==> config.mk <==
export PLATFORM = sky130hd
export DESIGN_NAME = cpra_ctrl
export DESIGN_NICKNAME = d
export VERILOG_FILES = /design/src/hw/rtl/cpra_pkg.sv /design/src/hw/rtl/cpra_ctrl.sv
export VERILOG_INCLUDE_DIRS = /design/src /design/src/hw/rtl
export SDC_FILE = /design/constraint.sdc
export NUM_CORES = 1
export LEC_CHECK = 0
export BUFFER_PORTS_ARGS = -buffer_cell sky130_fd_sc_hd__buf_2
export CAP_MARGIN = 20
export CORE_ASPECT_RATIO = 0.75
export CORE_MARGIN = 8
export CORE_UTILIZATION = 44
export CTS_CLUSTER_SIZE = 16
export DETAILED_ROUTE_END_ITERATION = 6
export GPL_TIMING_DRIVEN = 0
export PLACE_DENSITY = 0.71
export SYNTH_ARGS = -nofsm -noshare
export SYNTH_HDL_FRONTEND = slang
export SYNTH_SLANG_ARGS = --single-unit
==> constraint.sdc <==
create_clock -name i_clk -period 3.3 [get_ports i_clk]
set_clock_uncertainty 0.15 [all_clocks]
set_input_delay 0.495 -clock i_clk [delete_from_list [all_inputs] [get_ports i_clk]]
set_output_delay 0.495 -clock i_clk [all_outputs]
set_load 0.05 [all_outputs]
==> src/hw/rtl/contiguous_page_range_allocator_assert.svh <==
// Assertion helpers shared by the allocator modules.
`ifndef CONTIGUOUS_PAGE_RANGE_ALLOCATOR_ASSERT_SVH
`define CONTIGUOUS_PAGE_RANGE_ALLOCATOR_ASSERT_SVH

// Same-cycle implication, masked while reset is low
`define CPRA_ASSERT_IMPL(label, clk, rst_n, ante, cons) \
    label: assert property (@(posedge clk) disable iff (!rst_n) (ante) |-> (cons)) \
        else $error("cpra: same-cycle check failed");

// Next-cycle implication, masked while reset is low
`define CPRA_ASSERT_NEXT(label, clk, rst_n, ante, cons) \
    label: assert property (@(posedge clk) disable iff (!rst_n) (ante) |=> (cons)) \
        else $error("cpra: next-cycle check failed");

`endif

==> src/hw/rtl/cpra_pkg.sv <==
package cpra_pkg;

    // Default geometry
    localparam int PAGES_PER_TBL_DEF = 1024;
    localparam int NUM_TABLES_DEF    = 8;

    // Present map is held as 32-bit words
    localparam int WORD_BITS  = 32;
    localparam int WORD_SHIFT = 5;

    // Field widths
    localparam int COUNT_W    = 11;
    localparam int PAGE_NUM_W = 13;
    localparam int VADDR_W    = 32;

    // 4 MiB per table, 4 KiB per page
    localparam int TABLE_SHIFT = 22;
    localparam int PAGE_SHIFT  = 12;

    // Operation codes
    localparam logic OP_ALLOC = 1'b0;
    localparam logic OP_FREE  = 1'b1;

    typedef struct packed {
        logic                  op;
        logic [COUNT_W-1:0]    page_count;
        logic                  kernel_request;
        logic [PAGE_NUM_W-1:0] page_number;
    } t_in_item;

    typedef struct packed {
        logic               ok;
        logic [VADDR_W-1:0] vaddr;
    } t_out_item;

    // Controller to datapath
    typedef struct packed {
        logic load;
        logic clr;
        logic div_step;
        logic free_rd;
        logic free_wr;
        logic scan_start;
        logic scan;
        logic next_tbl;
        logic found;
        logic mark;
        logic push;
    } t_cmd;

    // Datapath to controller
    typedef struct packed {
        logic clr_last;
        logic is_free;
        logic cnt_bad;
        logic div_last;
        logic free_oor;
        logic hit;
        logic tbl_end;
        logic last_tbl;
        logic mark_done;
        logic out_free;
    } t_stat;

endpackage

==> src/hw/rtl/cpra_ctrl.sv <==
`include "contiguous_page_range_allocator_assert.svh"

module cpra_ctrl (
    input  logic            i_clk,
    input  logic            i_rst_n,
    input  logic            i_in_valid,
    input  cpra_pkg::t_stat i_st,
    output logic            o_in_ready,
    output cpra_pkg::t_cmd  o_cmd
);

    typedef enum logic [9:0] {
        S_CLEAR    = 10'b00_0000_0001,
        S_IDLE     = 10'b00_0000_0010,
        S_DISPATCH = 10'b00_0000_0100,
        S_DIV      = 10'b00_0000_1000,
        S_FCHK     = 10'b00_0001_0000,
        S_FREE_WR  = 10'b00_0010_0000,
        S_SCAN     = 10'b00_0100_0000,
        S_FOUND    = 10'b00_1000_0000,
        S_MARK     = 10'b01_0000_0000,
        S_RESP     = 10'b10_0000_0000
    } t_state;

    t_state r_state;
    t_state n_state;

    // Next state and command decode
    always_comb begin
        n_state = r_state;
        o_cmd   = '0;
        case (r_state)
            S_CLEAR: begin
                o_cmd.clr = 1'b1;
                if (i_st.clr_last) begin
                    n_state = S_IDLE;
                end
            end
            S_IDLE: begin
                if (i_in_valid) begin
                    o_cmd.load = 1'b1;
                    n_state    = S_DISPATCH;
                end
            end
            S_DISPATCH: begin
                if (i_st.is_free) begin
                    n_state = S_DIV;
                end else if (i_st.cnt_bad) begin
                    n_state = S_RESP;
                end else begin
                    o_cmd.scan_start = 1'b1;
                    n_state          = S_SCAN;
                end
            end
            S_DIV: begin
                o_cmd.div_step = 1'b1;
                if (i_st.div_last) begin
                    n_state = S_FCHK;
                end
            end
            S_FCHK: begin
                if (i_st.free_oor) begin
                    n_state = S_RESP;
                end else begin
                    o_cmd.free_rd = 1'b1;
                    n_state       = S_FREE_WR;
                end
            end
            S_FREE_WR: begin
                o_cmd.free_wr = 1'b1;
                n_state       = S_RESP;
            end
            S_SCAN: begin
                if (i_st.hit) begin
                    o_cmd.scan = 1'b1;
                    n_state    = S_FOUND;
                end else if (i_st.tbl_end) begin
                    if (i_st.last_tbl) begin
                        n_state = S_RESP;
                    end else begin
                        o_cmd.next_tbl = 1'b1;
                    end
                end else begin
                    o_cmd.scan = 1'b1;
                end
            end
            S_FOUND: begin
                o_cmd.found = 1'b1;
                n_state     = S_MARK;
            end
            S_MARK: begin
                o_cmd.mark = 1'b1;
                if (i_st.mark_done) begin
                    n_state = S_RESP;
                end
            end
            S_RESP: begin
                if (i_st.out_free) begin
                    o_cmd.push = 1'b1;
                    n_state    = S_IDLE;
                end
            end
            default: begin
                n_state = S_IDLE;
            end
        endcase
    end

    // State register; reset starts the clearing pass
    always_ff @(posedge i_clk) begin
        if (!i_rst_n) begin
            r_state <= S_CLEAR;
        end else begin
            r_state <= n_state;
        end
    end

    assign o_in_ready = (r_state == S_IDLE);

    `CPRA_ASSERT_IMPL(a_push_has_room, i_clk, i_rst_n, o_cmd.push, i_st.out_free)
    `CPRA_ASSERT_NEXT(a_load_dispatch, i_clk, i_rst_n, o_cmd.load, r_state == S_DISPATCH)
    `CPRA_ASSERT_IMPL(a_hit_not_end, i_clk, i_rst_n, r_state == S_SCAN && i_st.hit, !i_st.tbl_end)

endmodule

; Word-level counts from Yosys, hierarchy flattened
; Index checks and enable logic that the tools add are counted.
[totals]
ff_bits = 10
inputBits = 13
out_inout_bits = 12
word_cells = 51
[op_classes]
eq_ne = 17
mux = 32
reduce_logical = 1
[ops]
columns = operator, count
row1 = $mux W10, 11
row2 = $pmux W10 S10, 1
row3 = $mux W1, 19
row4 = $eq A10 B1 Y1 const B, 1
row5 = $eq A10 B10 Y1 const B, 1
row6 = $eq A10 B2 Y1 const B, 1
row7 = $eq A10 B3 Y1 const B, 1
row8 = $eq A10 B4 Y1 const B, 1
row9 = $eq A10 B5 Y1 const B, 1
row10 = $eq A10 B6 Y1 const B, 1
row11 = $eq A10 B7 Y1 const B, 1
row12 = $eq A10 B8 Y1 const B, 1
row13 = $eq A10 B9 Y1 const B, 1
row14 = $ne A2 B2 Y1 const B, 5
row15 = $reduce_and A7 Y1, 1
row16 = $ne A3 B3 Y1 const B, 2
row17 = $mux W2, 1

; Logic depth before layout (Yosys ltp)
[logic_depth]
ltp_word = 4
depth_mapped = 5

; Least setup slack after synthesis
; OpenSTA, ideal clock, no wires.
[synth_timing]
path_kind = register to output
start = reg r_state[7]
end = out o_cmd[10] (netlist bit)
arrival_time_ps = 2786
setup_slack_ps = -131
path_stages_with_launch = 6
path_cell_list = dfxtp_1 -> buf_6 -> nor4_4 -> nand3_1 -> nor3b_1 -> and2_1
[synth_lines]
columns = item, line_no
row1 = from (decl), cpra_ctrl.sv:25  ; t_state r_state;
row2 = from (signal assigned), cpra_ctrl.sv:114  ; r_state <= n_state;
row3 = to (decl), cpra_ctrl.sv:9  ; output cpra_pkg::t_cmd o_cmd

==> reports/results.tsv <==
stage	metric	value	unit
min_path	min_to	r_state[0]$_SDFFE_PN1P_	
finish	final_area	985	µm²
finish	drive_above_1_share	35.5	%
clocking	holdBufCountCts	0	
synth	yosysSeqAreaShare	25.4	%
clocking	root_buffer	clkbuf_4	
setup_path	crit_fanout	8	
setup_path	end_kind	primary output	
clocking	cts_tree	built	
min_path	worstHoldPathType	primary input to flip-flop	
synth	synth.most_common_cell	dfxtp_1	
setup_path	cpPeakStageDelay	0.48	ns
sta	worstMarginPinSlew	0.486	ns
pwr	p_int	0.000250	W
finish	area_delta_synth_final	24.7	%
synth	syn_area_per_cell	8.49	µm²
run_status	status	complete, no violations	
synth	synth_top_area_cell	dfxtp_1	
synth	synthDistinctLibCells	38	
synth	syn_inst	93	
routing	drt_wl_total	2230	µm
finish	fillers	187	
sta	whs	0.339	ns
clocking	cts_inserted_buffers	3	
routing	wl_per_cell	15.6	µm
grt	grt_overflow	0	
routing	ant_nets	0	
placement	portBuffers	24	
floorplanning	start_util	46.2	%
clocking	post_cts_buffers	0	
synth	synth_top_area_share	25.4	%
clocking	cts.repair.resized	0	
sta	max-slew-margin-rel	67.3	%
pwr	ir_drop	0.242	mV
sta	finalSetupViolations	0	
grt	grt_pass1_wl	3750	µm
routing	routed_via_density	6.00	
placement	hpwl	1740	µm
pwr	comb_power_share	36.2	%
pwr	power_frac_seq	34.4	%
clocking	clock_latency	0.27	ns
synth	ys_ff_latch	10	
synth	synth_area_leaders	dfxtp_1 25%, nor3b_1 7.6%, nor4_4 5.4%, nor3_1 3.8%, a41oi_1 3.3%	
pwr	p_leak	0.436	nW
synth	syn_area	790	µm²
finish	largest_reg_flops	10	
min_path	hold_depth	3	
floorplanning	coreArea	1710	µm²
routing	drt_iter0_markers	22	
synth	syn_nets	106	
min_path	hp-start	i_st[9]	
placement	placedInstanceArea	948	µm²
synth	synth_common_cells	10 x dfxtp_1, 8 x nor3b_1, 6 x inv_1, 6 x nor3_1	
finish	antenna_cells	0	
setup_path	required	2.65	ns
setup_path	crit_slowest_cell	nor4_4	
routing	drc	0	
synth	synth_edf_count	0	
setup_path	crit_chain	buf_6 > nor4_4 > nand3_1 > nor3b_2 > and2_1 > buf_2	
grt	grt_max_degree	11	
job	cap_violations	0	
clocking	htreeDepth	1	
sta	finalHoldViolCount	0	
routing	first_pass_iters	4	
floorplanning	fp.dieW	64.9	µm
clocking	cts_sinks	10	
sta	period_share	81.5	%
synth	synth-async-reset-ratio	0	%
grt	antenna_found_initial	0	
setup_path	worst-setup-path-type	flip-flop to primary output	
setup_path	startpoint_type	flip-flop	
routing	vias	858	
grt	grt_pass1_vias	820	
sta	min_period	2.69	ns
finish	layout.nets	135	
pwr	swShare	36.1	%
finish	largest_register	r_state	
setup_path	crit_arrival	2.05	ns
finish	reg.largest.list	r_state: 10 flops	
sta	fmax	372	MHz
floorplanning	num_rows	13	
floorplanning	die-area	3420	µm²
clocking	cts_buffer_depth	2	
pwr	power.density	397	nW/µm²
setup_path	r2r_slack	1.22	ns
pwr	p_switching	0.000141	W
floorplanning	io_pins	25	
setup_path	reg2reg_to	r_state[9]$_SDFFE_PN0P_	
pwr	p_clk_share	29.4	%
sta	maxSlewViolCount	0	
sta	fin_setup_tns	0	ns
floorplanning	fp.dieH	52.7	µm
sta	rsz0062_at_grt	no	
setup_path	r2r_cells	5	
pwr	power	0.000391	W
grt	track_usage	13.7	%
clocking	path_clk_slew	0.07	ns
synth	ys_warn_count	0	
setup_path	r2r-start	r_state[7]$_SDFFE_PN0P_	
placement	gp_congestion	0.817	
synth	ys.flop_type	dfxtp_1	
## critical path: cells and delay by family (launching register included)
kind                   cells  cell delay, ns
and+or+nand+nor            4            1.07
buffers and inverters      2            0.38
DFF                        1            0.31
## cell usage in the layout (no fill, tap or decap), drive strengths merged, types with 2 or more instances in the layout
cell type / instances
a21oi: 2
a41oi: 3
and3: 3
and4: 2
buf: 29
clkbuf: 4
dfxtp: 10
inv: 6
nand2: 6
nand3: 4
nor2: 4
nor3: 6
nor3b: 8
nor4: 5
nor4b: 2
o2111ai: 3
o21ai: 3
o41a: 2
xor2: 3
## worst max-delay path by stage
stage	from	end	slack (ns)	cells after the start
4_1_cts	r_state[7]$_SDFFE_PN0P_	o_cmd[3]	0.56	5
3_5_place_dp	r_state[7]$_SDFFE_PN0P_	o_cmd[3]	0.87	5
6_report	r_state[7]$_SDFFE_PN0P_	o_cmd[10]	0.61	6
5_1_grt	r_state[0]$_SDFFE_PN1P_	o_cmd[3]	0.43	4
2_1_floorplan	r_state[1]$_SDFFE_PN0P_	o_cmd[2]	0.17	4
3_3_place_gp	r_state[7]$_SDFFE_PN0P_	o_cmd[10]	0.91	6
## logic make-up after synthesis
kind of cell           share of synthesized area (%)
AO/OA/AOI/OAI                                   20.0
XOR/XNOR                                        4.44
buffers and inverters                           7.61
flip-flops                                      25.4
AND/OR/NAND/NOR                                 42.6
## power by group through the flow
stage	registers (W)	clock network, W	logic [W]
global placement	0.000137	0	0.000138
global route	0.000135	0.000123	0.000156
detailed placement	0.000137	0	0.000141
CTS	0.000134	0.000116	0.000142
finish	0.000134	0.000115	0.000142
floorplan	0.000136	0	0.000109
## through the flow
stage,utilization [%],cells,setup WS [ns]
floorplan,-,93,0.166
global placement,55.5,139,0.912
detailed placement,55.5,139,0.866
CTS,57.7,143,0.562
global route,57.7,143,0.429
finish,57.7,143,0.609
## layout make-up
class | instances | area, µm² | share of cell area (%)
Buffer | 5 | 37.5 | 3.81
Clock buffer | 4 | 36.3 | 3.68
Inverter | 6 | 22.5 | 2.29
Multi-Input combinational cell | 72 | 541 | 54.9
Sequential cell | 10 | 200 | 20.3
Tap cell | 22 | 27.5 | 2.80
Timing Repair Buffer | 24 | 120 | 12.2
## metal layers
layer  track usage [%]  vias to the layer above  part of all wire, %
li1                  -                      420                    -
met1              16.7                      391                   46
met4              7.58                        0                  2.6
met2              21.9                       40                   44
met3              3.21                        7                  7.2
met5                 0                        -                    0
(Power assumes the default switching activity.)
